$ cat src/design/rle8le_pkg.sv
package rle8le_pkg;

    // literal store size and the widths that follow from it
    localparam int MAX_LITERAL = 32;
    localparam int LIT_CNT_W   = $clog2(MAX_LITERAL + 1);
    localparam int LIT_IDX_W   = $clog2(MAX_LITERAL);

    // command queue between front and back
    localparam int CQ_DEPTH = 4;
    localparam int CQ_PTR_W = $clog2(CQ_DEPTH);

    // code bytes
    localparam logic [7:0] RUN_MAX   = 8'hFF;
    localparam logic [7:0] TAG_SHORT = 8'h01;
    localparam logic [7:0] TAG_ESC   = 8'h00;
    localparam logic [7:0] EOL_BYTE  = 8'h00;

    typedef enum logic [1:0] {
        CMD_PAIR,
        CMD_LIT,
        CMD_FLUSH
    } cmd_kind_t;

    typedef struct packed {
        cmd_kind_t              kind;
        logic [7:0]             byte_a;
        logic [7:0]             byte_b;
        logic [LIT_CNT_W-1:0]   lit_cnt;
        logic                   flush;
        logic                   last;
    } cmd_t;

    typedef enum logic [1:0] {
        PH_IDLE,
        PH_END_CLOSE,
        PH_END_FLUSH,
        PH_END_MARK
    } front_phase_t;

    typedef enum logic [2:0] {
        BK_IDLE,
        BK_PAIR2,
        BK_HDR,
        BK_LIT_DATA,
        BK_LIT_TAG
    } back_state_t;

endpackage

$ cat src/design/rle8le_front.sv
module rle8le_front (
    input  logic                clk,
    input  logic                rst_n,
    input  logic                push,
    output logic                full,
    input  logic [7:0]          pixel_byte,
    input  logic                line_end,
    output logic                cmd_push,
    output rle8le_pkg::cmd_t    cmd_data,
    input  logic                cmd_full
);

    rle8le_pkg::front_phase_t phase_reg, phase_next;

    logic [7:0]                         held_reg, held_next;
    logic                               have_reg, have_next;
    logic [7:0]                         count_reg, count_next;
    logic [rle8le_pkg::LIT_CNT_W-1:0]   fill_reg, fill_next;

    logic                               accept;
    logic                               equal;
    logic [7:0]                         cnt_inc;
    logic [rle8le_pkg::LIT_CNT_W-1:0]   fill_inc;
    logic                               lit_full;
    rle8le_pkg::cmd_t                   close_cmd;
    logic [rle8le_pkg::LIT_CNT_W-1:0]   close_fill;

    assign full     = (phase_reg != rle8le_pkg::PH_IDLE) || cmd_full;
    assign accept   = push && !full;
    assign equal    = have_reg && (pixel_byte == held_reg);
    assign cnt_inc  = count_reg + 8'd1;
    assign fill_inc = fill_reg + rle8le_pkg::LIT_CNT_W'(1);
    assign lit_full = (fill_inc == rle8le_pkg::LIT_CNT_W'(rle8le_pkg::MAX_LITERAL));

    // closing the held run: a pair for a real run, else one more literal
    always_comb
    begin
        close_cmd.kind    = rle8le_pkg::CMD_PAIR;
        close_cmd.byte_a  = count_reg;
        close_cmd.byte_b  = held_reg;
        close_cmd.lit_cnt = fill_inc;
        close_cmd.flush   = 1'b0;
        close_cmd.last    = 1'b0;
        close_fill        = fill_reg;
        if (count_reg < 8'd2)
        begin
            close_cmd.kind   = rle8le_pkg::CMD_LIT;
            close_cmd.byte_a = held_reg;
            close_cmd.flush  = lit_full;
            close_fill       = lit_full ? '0 : fill_inc;
        end
    end

    always_comb
    begin
        phase_next = phase_reg;
        case (phase_reg)
            rle8le_pkg::PH_IDLE:
            begin
                if (accept && line_end)
                begin
                    phase_next = rle8le_pkg::PH_END_CLOSE;
                end
            end
            rle8le_pkg::PH_END_CLOSE:
            begin
                if (!cmd_full)
                begin
                    phase_next = rle8le_pkg::PH_END_FLUSH;
                end
            end
            rle8le_pkg::PH_END_FLUSH:
            begin
                if (!cmd_full)
                begin
                    phase_next = rle8le_pkg::PH_END_MARK;
                end
            end
            rle8le_pkg::PH_END_MARK:
            begin
                if (!cmd_full)
                begin
                    phase_next = rle8le_pkg::PH_IDLE;
                end
            end
            default:
            begin
                phase_next = rle8le_pkg::PH_IDLE;
            end
        endcase
    end

    always_comb
    begin
        held_next        = held_reg;
        have_next        = have_reg;
        count_next       = count_reg;
        fill_next        = fill_reg;
        cmd_push         = 1'b0;
        cmd_data.kind    = rle8le_pkg::CMD_PAIR;
        cmd_data.byte_a  = rle8le_pkg::EOL_BYTE;
        cmd_data.byte_b  = rle8le_pkg::EOL_BYTE;
        cmd_data.lit_cnt = fill_reg;
        cmd_data.flush   = 1'b0;
        cmd_data.last    = 1'b0;
        case (phase_reg)
            rle8le_pkg::PH_IDLE:
            begin
                if (accept)
                begin
                    if (equal)
                    begin
                        count_next = cnt_inc;
                        // second equal byte: pending literals go first
                        if (cnt_inc == 8'd2 && fill_reg != '0)
                        begin
                            cmd_push         = 1'b1;
                            cmd_data.kind    = rle8le_pkg::CMD_FLUSH;
                            cmd_data.lit_cnt = fill_reg;
                            cmd_data.last    = !line_end;
                            fill_next        = '0;
                        end
                        // saturated run goes out at once
                        if (cnt_inc == rle8le_pkg::RUN_MAX)
                        begin
                            cmd_push        = 1'b1;
                            cmd_data.kind   = rle8le_pkg::CMD_PAIR;
                            cmd_data.byte_a = rle8le_pkg::RUN_MAX;
                            cmd_data.byte_b = held_reg;
                            cmd_data.last   = !line_end;
                            have_next       = 1'b0;
                            count_next      = 8'd0;
                        end
                    end
                    else
                    begin
                        if (have_reg)
                        begin
                            cmd_push      = 1'b1;
                            cmd_data      = close_cmd;
                            cmd_data.last = !line_end;
                            fill_next     = close_fill;
                        end
                        held_next  = pixel_byte;
                        have_next  = 1'b1;
                        count_next = 8'd1;
                    end
                end
            end
            rle8le_pkg::PH_END_CLOSE:
            begin
                if (!cmd_full && have_reg)
                begin
                    cmd_push   = 1'b1;
                    cmd_data   = close_cmd;
                    fill_next  = close_fill;
                    have_next  = 1'b0;
                    count_next = 8'd0;
                end
            end
            rle8le_pkg::PH_END_FLUSH:
            begin
                if (!cmd_full && fill_reg != '0)
                begin
                    cmd_push         = 1'b1;
                    cmd_data.kind    = rle8le_pkg::CMD_FLUSH;
                    cmd_data.lit_cnt = fill_reg;
                    fill_next        = '0;
                end
            end
            rle8le_pkg::PH_END_MARK:
            begin
                if (!cmd_full)
                begin
                    cmd_push      = 1'b1;
                    cmd_data.last = 1'b1;
                    held_next     = 8'd0;
                end
            end
            default:
            begin
                cmd_push = 1'b0;
            end
        endcase
    end

    always_ff @(posedge clk or negedge rst_n)
    begin
        if (!rst_n)
        begin
            phase_reg <= rle8le_pkg::PH_IDLE;
            held_reg  <= 8'd0;
            have_reg  <= 1'b0;
            count_reg <= 8'd0;
            fill_reg  <= '0;
        end
        else
        begin
            phase_reg <= phase_next;
            held_reg  <= held_next;
            have_reg  <= have_next;
            count_reg <= count_next;
            fill_reg  <= fill_next;
        end
    end

endmodule

$ cat src/design/rle8le_cmd_fifo.sv
module rle8le_cmd_fifo (
    input  logic                clk,
    input  logic                rst_n,
    input  logic                wr_en,
    input  rle8le_pkg::cmd_t    wr_data,
    output logic                full,
    input  logic                rd_en,
    output rle8le_pkg::cmd_t    rd_data,
    output logic                valid
);

    rle8le_pkg::cmd_t                   slot_reg [rle8le_pkg::CQ_DEPTH];
    logic [rle8le_pkg::CQ_PTR_W-1:0]    wr_ptr_reg;
    logic [rle8le_pkg::CQ_PTR_W-1:0]    rd_ptr_reg;
    logic [rle8le_pkg::CQ_PTR_W:0]      cnt_reg;
    logic                               do_wr;
    logic                               do_rd;

    assign full    = (cnt_reg == (rle8le_pkg::CQ_PTR_W + 1)'(rle8le_pkg::CQ_DEPTH));
    assign valid   = (cnt_reg != '0);
    assign do_wr   = wr_en && !full;
    assign do_rd   = rd_en && valid;
    assign rd_data = slot_reg[rd_ptr_reg];

    always_ff @(posedge clk)
    begin
        if (do_wr)
        begin
            slot_reg[wr_ptr_reg] <= wr_data;
        end
    end

    always_ff @(posedge clk or negedge rst_n)
    begin
        if (!rst_n)
        begin
            wr_ptr_reg <= '0;
            rd_ptr_reg <= '0;
            cnt_reg    <= '0;
        end
        else
        begin
            if (do_wr)
            begin
                wr_ptr_reg <= wr_ptr_reg + rle8le_pkg::CQ_PTR_W'(1);
            end
            if (do_rd)
            begin
                rd_ptr_reg <= rd_ptr_reg + rle8le_pkg::CQ_PTR_W'(1);
            end
            if (do_wr && !do_rd)
            begin
                cnt_reg <= cnt_reg + (rle8le_pkg::CQ_PTR_W + 1)'(1);
            end
            else if (do_rd && !do_wr)
            begin
                cnt_reg <= cnt_reg - (rle8le_pkg::CQ_PTR_W + 1)'(1);
            end
        end
    end

endmodule

$ cat src/design/rle8le_back.sv
module rle8le_back (
    input  logic                clk,
    input  logic                rst_n,
    input  logic                cmd_valid,
    input  rle8le_pkg::cmd_t    cmd_data,
    output logic                cmd_pop,
    output logic                empty,
    input  logic                pop,
    output logic [7:0]          code_byte,
    output logic                final_of_burst
);

    rle8le_pkg::back_state_t state_reg, state_next;

    logic [7:0]                         lit_mem [rle8le_pkg::MAX_LITERAL];
    logic [7:0]                         mem_q_reg;
    logic                               mem_we;
    logic [rle8le_pkg::LIT_IDX_W-1:0]   mem_waddr;

    logic [7:0]                         byte_b_reg, byte_b_next;
    logic                               last_reg, last_next;
    logic [rle8le_pkg::LIT_CNT_W-1:0]   n_reg, n_next;
    logic [rle8le_pkg::LIT_IDX_W-1:0]   idx_reg, idx_next;

    logic                               out_valid_reg;
    logic [7:0]                         out_byte_reg;
    logic                               out_final_reg;

    logic                               out_ready;
    logic                               emit;
    logic [7:0]                         emit_byte;
    logic                               emit_final;
    logic                               start_short;
    logic                               short_mode;
    logic                               lit_last;

    assign out_ready      = !out_valid_reg || pop;
    assign empty          = !out_valid_reg;
    assign code_byte      = out_byte_reg;
    assign final_of_burst = out_final_reg;

    assign start_short = (cmd_data.lit_cnt <= rle8le_pkg::LIT_CNT_W'(2));
    assign short_mode  = (n_reg <= rle8le_pkg::LIT_CNT_W'(2));
    assign lit_last    = ((rle8le_pkg::LIT_CNT_W'(idx_reg) + rle8le_pkg::LIT_CNT_W'(1))
                          == n_reg);
    assign mem_waddr   = rle8le_pkg::LIT_IDX_W'(cmd_data.lit_cnt
                                                - rle8le_pkg::LIT_CNT_W'(1));

    always_comb
    begin
        state_next = state_reg;
        case (state_reg)
            rle8le_pkg::BK_IDLE:
            begin
                if (cmd_valid && out_ready)
                begin
                    case (cmd_data.kind)
                        rle8le_pkg::CMD_PAIR:
                        begin
                            state_next = rle8le_pkg::BK_PAIR2;
                        end
                        rle8le_pkg::CMD_LIT:
                        begin
                            if (cmd_data.flush)
                            begin
                                state_next = start_short ? rle8le_pkg::BK_LIT_DATA
                                                         : rle8le_pkg::BK_HDR;
                            end
                        end
                        rle8le_pkg::CMD_FLUSH:
                        begin
                            state_next = start_short ? rle8le_pkg::BK_LIT_DATA
                                                     : rle8le_pkg::BK_HDR;
                        end
                        default:
                        begin
                            state_next = rle8le_pkg::BK_IDLE;
                        end
                    endcase
                end
            end
            rle8le_pkg::BK_PAIR2:
            begin
                if (out_ready)
                begin
                    state_next = rle8le_pkg::BK_IDLE;
                end
            end
            rle8le_pkg::BK_HDR:
            begin
                if (out_ready)
                begin
                    state_next = rle8le_pkg::BK_LIT_DATA;
                end
            end
            rle8le_pkg::BK_LIT_DATA:
            begin
                if (out_ready)
                begin
                    if (lit_last)
                    begin
                        state_next = rle8le_pkg::BK_IDLE;
                    end
                    else if (short_mode)
                    begin
                        state_next = rle8le_pkg::BK_LIT_TAG;
                    end
                end
            end
            rle8le_pkg::BK_LIT_TAG:
            begin
                if (out_ready)
                begin
                    state_next = rle8le_pkg::BK_LIT_DATA;
                end
            end
            default:
            begin
                state_next = rle8le_pkg::BK_IDLE;
            end
        endcase
    end

    always_comb
    begin
        cmd_pop     = 1'b0;
        mem_we      = 1'b0;
        emit        = 1'b0;
        emit_byte   = rle8le_pkg::TAG_ESC;
        emit_final  = 1'b0;
        byte_b_next = byte_b_reg;
        last_next   = last_reg;
        n_next      = n_reg;
        idx_next    = idx_reg;
        case (state_reg)
            rle8le_pkg::BK_IDLE:
            begin
                idx_next = '0;
                if (cmd_valid && out_ready)
                begin
                    cmd_pop     = 1'b1;
                    byte_b_next = cmd_data.byte_b;
                    last_next   = cmd_data.last;
                    n_next      = cmd_data.lit_cnt;
                    case (cmd_data.kind)
                        rle8le_pkg::CMD_PAIR:
                        begin
                            emit      = 1'b1;
                            emit_byte = cmd_data.byte_a;
                        end
                        rle8le_pkg::CMD_LIT:
                        begin
                            mem_we = 1'b1;
                            if (cmd_data.flush)
                            begin
                                emit      = 1'b1;
                                emit_byte = start_short ? rle8le_pkg::TAG_SHORT
                                                        : rle8le_pkg::TAG_ESC;
                            end
                        end
                        rle8le_pkg::CMD_FLUSH:
                        begin
                            emit      = 1'b1;
                            emit_byte = start_short ? rle8le_pkg::TAG_SHORT
                                                    : rle8le_pkg::TAG_ESC;
                        end
                        default:
                        begin
                            emit = 1'b0;
                        end
                    endcase
                end
            end
            rle8le_pkg::BK_PAIR2:
            begin
                if (out_ready)
                begin
                    emit       = 1'b1;
                    emit_byte  = byte_b_reg;
                    emit_final = last_reg;
                end
            end
            rle8le_pkg::BK_HDR:
            begin
                if (out_ready)
                begin
                    emit      = 1'b1;
                    emit_byte = 8'(n_reg);
                end
            end
            rle8le_pkg::BK_LIT_DATA:
            begin
                if (out_ready)
                begin
                    emit       = 1'b1;
                    emit_byte  = mem_q_reg;
                    emit_final = last_reg && lit_last;
                    idx_next   = lit_last ? '0 : idx_reg + rle8le_pkg::LIT_IDX_W'(1);
                end
            end
            rle8le_pkg::BK_LIT_TAG:
            begin
                if (out_ready)
                begin
                    emit      = 1'b1;
                    emit_byte = rle8le_pkg::TAG_SHORT;
                end
            end
            default:
            begin
                emit = 1'b0;
            end
        endcase
    end

    // literal store, with a registered read from the next index, ahead of the byte that needs it
    always_ff @(posedge clk)
    begin
        if (mem_we)
        begin
            lit_mem[mem_waddr] <= cmd_data.byte_a;
        end
        mem_q_reg <= lit_mem[idx_next];
    end

    always_ff @(posedge clk)
    begin
        byte_b_reg <= byte_b_next;
        last_reg   <= last_next;
        n_reg      <= n_next;
        if (emit)
        begin
            out_byte_reg  <= emit_byte;
            out_final_reg <= emit_final;
        end
    end

    always_ff @(posedge clk or negedge rst_n)
    begin
        if (!rst_n)
        begin
            state_reg     <= rle8le_pkg::BK_IDLE;
            idx_reg       <= '0;
            out_valid_reg <= 1'b0;
        end
        else
        begin
            state_reg <= state_next;
            idx_reg   <= idx_next;
            if (emit)
            begin
                out_valid_reg <= 1'b1;
            end
            else if (pop)
            begin
                out_valid_reg <= 1'b0;
            end
        end
    end

endmodule

$ cat src/design/rle8_line_encoder_top.sv
// rle8 line encoder: compresses one image line, one byte per input beat, into an
// rle8-style stream. runs of two or more equal bytes come out as (count, value),
// a run reaching 255 is sent at once as (ff, value) and restarts; single bytes
// collect as literals (up to MAX_LITERAL) and leave as (01, byte) pairs when one or
// two are pending, else as 00, n, bytes. a beat with line_end set closes the line
// with 00 00. final_of_burst marks the last output beat caused by an input beat;
// a beat may cause none. a byte without line_end is taken whenever the
// four-entry command queue has room; a line_end beat keeps full high while the
// front closes the run, flushes the literals and posts the end mark. the back
// emits at most one code byte per cycle, when pop keeps up: a pair is two bytes,
// a long literal block n + 2 and one or two literals 2n, so the sustained rate
// is set by the output byte count. after reset the block is ready at once, the
// literal store needs no clearing.
module rle8_line_encoder_top (
    input  logic        clk,
    input  logic        rst_n,
    input  logic        push,
    output logic        full,
    input  logic [7:0]  pixel_byte,
    input  logic        line_end,
    output logic        empty,
    input  logic        pop,
    output logic [7:0]  code_byte,
    output logic        final_of_burst
);

    // front to queue
    logic               fq_push;
    rle8le_pkg::cmd_t   fq_data;
    logic               fq_full;

    // queue to back
    logic               qb_valid;
    rle8le_pkg::cmd_t   qb_data;
    logic               qb_pop;

    // front: run tracking, literal counting, command issue
    rle8le_front u_front (
        .clk        (clk),
        .rst_n      (rst_n),
        .push       (push),
        .full       (full),
        .pixel_byte (pixel_byte),
        .line_end   (line_end),
        .cmd_push   (fq_push),
        .cmd_data   (fq_data),
        .cmd_full   (fq_full)
    );

    // short command queue decoupling the two sides
    rle8le_cmd_fifo u_cmd_fifo (
        .clk     (clk),
        .rst_n   (rst_n),
        .wr_en   (fq_push),
        .wr_data (fq_data),
        .full    (fq_full),
        .rd_en   (qb_pop),
        .rd_data (qb_data),
        .valid   (qb_valid)
    );

    // back: literal store and byte sequencing into the output register
    rle8le_back u_back (
        .clk            (clk),
        .rst_n          (rst_n),
        .cmd_valid      (qb_valid),
        .cmd_data       (qb_data),
        .cmd_pop        (qb_pop),
        .empty          (empty),
        .pop            (pop),
        .code_byte      (code_byte),
        .final_of_burst (final_of_burst)
    );

endmodule

$ cat config.mk
export PLATFORM = sky130hd
export DESIGN_NAME = rle8_line_encoder_top
export DESIGN_NICKNAME = d
export VERILOG_FILES = /design/src/design/rle8le_pkg.sv /design/src/design/rle8le_front.sv /design/src/design/rle8le_cmd_fifo.sv /design/src/design/rle8le_back.sv /design/src/design/rle8_line_encoder_top.sv
export SDC_FILE = /design/constraint.sdc
export NUM_CORES = 1
export LEC_CHECK = 0
export BUFFER_PORTS_ARGS = -buffer_cell sky130_fd_sc_hd__buf_4
export CORE_MARGIN = 3
export CORE_UTILIZATION = 55
export CTS_CLUSTER_SIZE = 12
export DETAILED_ROUTE_END_ITERATION = 12
export PLACE_DENSITY_LB_ADDON = 0.3
export SLEW_MARGIN = 5
export SYNTH_ARGS = -nofsm -noshare
export SYNTH_HDL_FRONTEND = slang
export SYNTH_SLANG_ARGS = --single-unit
$ cat constraint.sdc
create_clock -name clk -period 8.95 [get_ports clk]
set_clock_uncertainty 0.15 [all_clocks]
set_input_delay 0.895 -clock clk [delete_from_list [all_inputs] [get_ports clk]]
set_output_delay 0.895 -clock clk [all_outputs]
set_load 0.01 [all_outputs]
==> flow_summary_export.csv, run 1 <==
group,metric,value,unit
place,dp_hpwl,26.5,mm
run_status,outcome,"completed",
floorplan,die-width,190,µm
route,first_iter_violations,1272,
layout,antennaDiodeCount,0,
synth,synthFlopType,"edfxtp_1",
pwr,power_frac_clock,23.3,%
setup_path,timing.setup.critical_path_class,"reg2reg",
timing,max_freq,0.201,GHz
place,io_buffers,23,
clock_network,cts_buffer_depth,3,
timing,maxSlewViolCount,0,
pwr,p_sw_share,35.8,%
synth,synth_top_area_share,61.7,%
floorplan,pin_count,24,
setup_path,crit_arrival,5.25,ns
route,ant_nets,0,
layout,fin_cells,1854,
flow_run,max-cap-violations,0,
route,vias_per_cell,6.21,
pwr,p_sw,0.00264,W
place,place_inst,1774,
synth,synth_edf_count,384,
synth,synth_top_area_cell,"edfxtp_1",
synth,synth-seq-cells,433,
layout,layout_common_cells,"edfxtp_1, nand2_1, a21oi_1",
synth,yosysSeqAreaShare,68.0,%
pwr,power_frac_seq,42.3,%
pwr,intPower,0.00473,W
setup_path,reg2reg_depth,12,
clock_network,postCtsHoldBufs,0,
floorplan,num_rows,66,
grt,grt_first_pass_wirelength,64.6,mm
layout,register_area,0.0127,mm²
setup_path,worstSetupStartpointType,"flip-flop",
route,wire_per_inst,22.6,µm
synth,synth.distinct_cells,74,
setup_path,r2r_slack,3.96,ns
timing,setup_violations,0,
timing,period_share,55.7,%
grt,grt.overflow.total,0,
timing,finalSetupTns,0,ns
route,drtPass1Iterations,8,
timing,rsz0062_at_grt,"false",
setup_path,rr_endpoint,"u_back.mem_q_reg[0]",
clock_network,cts_tree,"yes",
clock_network,cts_resized,0,
timing,hold_viol,0,
floorplan,start_util,56.6,%
pwr,ir_drop,0.198,mV
route,drc,0,
pwr,leakage,7.31,nW
grt,grt_pass1_vias,11000,
timing,min_period,4.99,ns
place,place_congestion,0.892,
setup_path,crit_required,9.22,ns
route,vias,11500,
setup_path,r2r-start,"u_back.idx_reg[0]",
clock_network,cts_buffers,45,
layout,largest_reg_flops,256,
setup_path,cp_max_fo,71,
floorplan,die_y,190,µm
layout,fillers,2452,
pwr,power_frac_comb,34.4,%
clock_network,clk_pin_slew,0.06,ns
layout,syn2layout_area_growth,9.60,%
layout,drive_gt1_share,10.3,%
clock_network,htree_levels,2,
timing,worst_pin_slew,1.08,ns
setup_path,cp-end-kind,"flip-flop",
hold_path,hp-class,"in2async",
route,wl,42.0,mm
layout,multi_input_area,0.00551,mm²
layout,final_nets,1412,
layout,final_common_cell,"edfxtp_1",
synth,netlist_area,0.0187,mm²
synth,yosys_warnings,0,
floorplan,die_area,0.0362,mm²
setup_path,startpoint,"u_back.idx_reg[0]",
synth,synthTopCellsByArea,"edfxtp_1, dfrtp_1, nand2_1",
synth,synth_cells,1374,
clock_network,postCtsSetupBuffers,0,
clock_network,root_buffer,"clkbuf_16",
grt,grt_max_degree,72,
pwr,cellPowerDensity,360,mW/mm²
timing,slew_headroom,27.9,%
synth,syn_avg_cell_area,13.6,µm²
clock_network,clock_latency,0.55,ns
clock_network,clock-sinks,433,
grt,track_usage,23.3,%
floorplan,core_area,0.0330,mm²
synth,async_flop_share,9.47,%
grt,antenna_found_initial,0,
synth,syn_nets,1407,
-- critical path, cell delays in order, from the launching register on --
cell       delay, ns
dfrtp_1         0.64
ha_1            0.38
and4b_1         0.22
o211ai_1        0.12
a2111oi_0       0.66
o21a_4          0.19
buf_4           0.71
inv_2           0.57
buf_4           0.45
a21oi_1         0.22
nand2_1         0.08
a32oi_1         0.30
nand4_1         0.13
-- area by class of cell --
cell class	count	share of cell area (%)
clock buffer	68	5.97
clock inverter	12	0.592
inverter	28	0.513
multi-input combinational	836	26.9
sequential	433	62.1
tap	442	2.70
timing repair buffer	35	1.28
-- power groups by stage --
stage	logic [W]	registers (W)	clock network [W]
6_report	0.00254	0.00312	0.00172
5_1_grt	0.00277	0.00315	0.00183
4_1_cts	0.00252	0.00312	0.00175
3_5_place_dp	0.00251	0.00315	0
3_3_place_gp	0.00246	0.00314	0
2_1_floorplan	0.00177	0.00306	0
-- worst max path at each step --
| stage | endpoint | slack [ns] | cells after the start |
|---|---|---|---|
| finish | u_back.mem_q_reg[0] | 3.96 | 12 |
| global route | u_back.mem_q_reg[4] | 3.54 | 12 |
| CTS | u_back.mem_q_reg[0] | 3.95 | 12 |
| detailed placement | u_back.mem_q_reg[0] | 3.95 | 12 |
| global placement | u_back.mem_q_reg[0] | 4.10 | 12 |
| floorplan | u_back.code_byte[0] | 5.47 | 10 |
-- kinds of logic (layout without fill, tap and decap cells) --
kind of cell,Yosys count,in the layout,synth area share [%]
buffers and inverters,105,143,2.56
AND/OR/NAND/NOR,429,429,10.3
XOR/XNOR,26,26,1.26
flip-flops,433,433,68.0
multiplexers,91,91,6.80
adder cells (fa/ha/maj),20,20,1.38
AO/OA/AOI/OAI,270,270,9.64
-- Yosys cell counts (3+ instances only) --
cell type and instances:
buf_4 6, o22ai_1 5, inv_2 3, o32a_1 3
buf_2 25, buf_1 3, o31ai_1 8, nand2b_1 15
nand3b_1 3, a221oi_1 8, a22o_1 11, o211ai_1 4
mux2_2 8, and2_1 9, and3_1 9, o21ai_0 35
a31oi_1 4, a21oi_1 100, nand2_1 199, mux4_2 28
nor2_1 89, a22oi_1 20, dfrtp_1 41, nand3_1 44
or2_2 3, a32oi_1 30, edfxtp_1 384, o22a_1 4
ha_1 19, o21bai_1 3, xnor2_1 20, or3_1 7
buf_6 4, clkbuf_1 39, xor2_1 5, a211o_1 3
nor2b_1 14, nand4_1 14, dfxtp_1 8, nor3_1 9
mux2i_1 55, a211oi_1 5, inv_1 25
-- metrics by stage --
stage	hold WS, ns	power (W)	util [%]	cell area [µm²]	worst slack [ns]
6_report	0.200	0.00737	62.0	20500	3.96
3_5_place_dp	0.334	0.00566	58.0	19100	3.95
3_3_place_gp	0.323	0.00559	58.0	19100	4.10
2_1_floorplan	0.307	0.00484	-	18700	5.47
5_1_grt	0.231	0.00774	62.0	20500	3.54
4_1_cts	0.213	0.00738	62.0	20500	3.95
-- layer usage --
layer	track usage (%)	part of all wire (%)	vias to the layer above
met5	0	0	-
met4	8.10	3.2	0
met2	34.8	45	559
met1	34.8	43	5675
met3	4.52	8.4	73
li1	-	-	5214
Note: power is estimated with default switching activity, not from simulation.
==> run 2, diff against run 1 <==
==> constraint.sdc (replaced) <==
create_clock -name clk -period 4.8 [get_ports clk]
set_clock_uncertainty 0.15 [all_clocks]
set_input_delay 0.48 -clock clk [delete_from_list [all_inputs] [get_ports clk]]
set_output_delay 0.48 -clock clk [all_outputs]
set_load 0.01 [all_outputs]
==> run 2 against run 1 <==
- combinational power increased by 90%
- first-iteration DRC count decreased by 14%
- global-route usage increased by 0.97 points
- critical endpoint is now u_back.mem_q_reg[6]
- setup slack got worse by 3.2 ns
- critical path depth decreased by 3
- via count increased by 1.8%
- clock power increased by 82%
- utilization increased by 0.14 points
- sequential cell count unchanged
- total power increased by 87%
- clock-buffer cell count decreased by 6
==> flow_summary_export.csv, run 2 (synthesis results as in run 1) <==
group,metric,value,unit
run_status,outcome,"completed",
setup_path,worstSetupStartpointType,"flip-flop",
route,ant_nets,0,
route,drc,0,
route,vias,11700,
timing,finalSetupTns,0,ns
clock_network,clock_latency,0.56,ns
place,io_buffers,23,
pwr,ir_drop,0.486,mV
setup_path,crit_arrival,4.36,ns
route,vias_per_cell,6.31,
grt,grt_max_degree,122,
layout,final_nets,1422,
pwr,cellPowerDensity,672,mW/mm²
layout,layout_common_cells,"edfxtp_1, nand2_1, a21oi_1",
layout,largest_reg_flops,256,
setup_path,cp-end-kind,"flip-flop",
setup_path,reg2reg_depth,9,
setup_path,cp_max_fo,121,
grt,track_usage,24.3,%
route,wl,43.8,mm
setup_path,crit_required,5.09,ns
hold_path,hp-start,"pixel_byte[1]",
timing,worst_pin_slew,1.14,ns
floorplan,pin_count,24,
grt,antenna_found_initial,0,
layout,drive_gt1_share,10.6,%
setup_path,rr_endpoint,"u_back.mem_q_reg[6]",
clock_network,root_buffer,"clkbuf_16",
clock_network,cts_tree,"yes",
layout,antennaDiodeCount,0,
setup_path,startpoint,"u_back.idx_reg[0]",
clock_network,clock-sinks,433,
clock_network,cts_buffers,44,
floorplan,num_rows,66,
flow_run,max-cap-violations,0,
route,drtPass1Iterations,5,
clock_network,clk_pin_slew,0.06,ns
timing,period_share,84.9,%
layout,syn2layout_area_growth,9.86,%
hold_path,hp-class,"in2reg",
clock_network,cts_buffer_depth,3,
setup_path,timing.setup.critical_path_class,"reg2reg",
timing,min_period,4.07,ns
layout,final_util,62.2,%
layout,final_common_cell,"edfxtp_1",
layout,fillers,2409,
route,wire_per_inst,23.6,µm
timing,slew_headroom,23.9,%
place,dp_hpwl,27.2,mm
timing,rsz0062_at_grt,"false",
timing,maxSlewViolCount,0,
hold_path,holdPathEnd,"u_front.held_reg[1]",
timing,hold_viol,0,
setup_path,r2r_slack,0.73,ns
floorplan,die-width,190,µm
grt,grt_pass1_vias,11300,
timing,max_freq,0.245,GHz
hold_path,whs_path_depth,3,
floorplan,start_util,56.6,%
route,first_iter_violations,1089,
clock_network,htree_levels,2,
pwr,leakage,7.34,nW
floorplan,core_area,0.0330,mm²
timing,setup_violations,0,
place,place_congestion,0.913,
floorplan,die_area,0.0362,mm²
grt,grt.overflow.total,0,
setup_path,r2r-start,"u_back.idx_reg[0]",
floorplan,die_y,190,µm
grt,grt_first_pass_wirelength,67.1,mm
[run 2: what timing repair did]
action / 4_1_cts / 5_1_grt
hold buffers: 1 / 0
endpoints found under the setup margin: 0 / 0
buffers inserted: 0 / 0
resized for setup: 0 / 0
endpoints found under the hold margin: 41 / 0
[run 2: worst max-delay path by stage]
stage                                     end  slack, ns  cells past startpoint
final                     u_back.mem_q_reg[6]       0.73                      9
after CTS                 u_back.mem_q_reg[6]       0.84                      9
after global placement    u_back.mem_q_reg[6]       0.88                      9
after detailed placement  u_back.mem_q_reg[6]       0.85                      9
after floorplan           u_back.code_byte[0]       1.32                     10
after global routing      u_back.mem_q_reg[6]       0.49                      9
[run 2: cell type report]
class	count	area [µm²]	area share [%]
Multi-Input combinational cell	836	5510	26.8
Clock inverter	11	81.3	0.396
Clock buffer	62	1200	5.84
Inverter	28	105	0.512
Tap cell	442	553	2.69
Sequential cell	433	12700	61.9
Timing Repair Buffer	46	373	1.82
[run 2: through the flow]
step	hold WS (ns)	instance area (µm²)	instances	setup slack [ns]	power, W
final	0.0490	20500	1858	0.726	0.0138
after global routing	0.0562	20500	1858	0.487	0.0144
after CTS	0.0317	20500	1858	0.844	0.0138
after detailed placement	0.349	19200	1784	0.846	0.0107
after global placement	0.335	19200	1784	0.877	0.0105
after floorplan	0.0344	18700	1374	1.32	0.00902
[run 2: metal layers]
metal	wire length, µm	track usage, %	vias to the layer above
li1	-	-	5227
met1	18500	35.8	5867
met2	20100	36.6	548
met3	3640	4.54	90
met4	1520	9.17	0
met5	0	0	-
[run 2: critical path: stages (launching register included)]
cell and delay [ns]:
dfrtp_1 0.63, ha_1 0.38, and4b_1 0.23, o211ai_1 0.13
a2111oi_0 0.70, o21a_4 0.23, buf_12 0.42, mux4_2 0.58
a22oi_1 0.24, nand4_1 0.11
[run 2: power breakdown]
| group | switching [W] | leakage, nW | total (W) | internal, W |
|---|---|---|---|---|
| registers | 0.000380 | 4.08 | 0.00584 | 0.00546 |
| clock network | 0.00135 | 0.615 | 0.00313 | 0.00178 |
| logic | 0.00329 | 2.64 | 0.00482 | 0.00153 |
| total | 0.00502 | 7.34 | 0.0138 | 0.00878 |
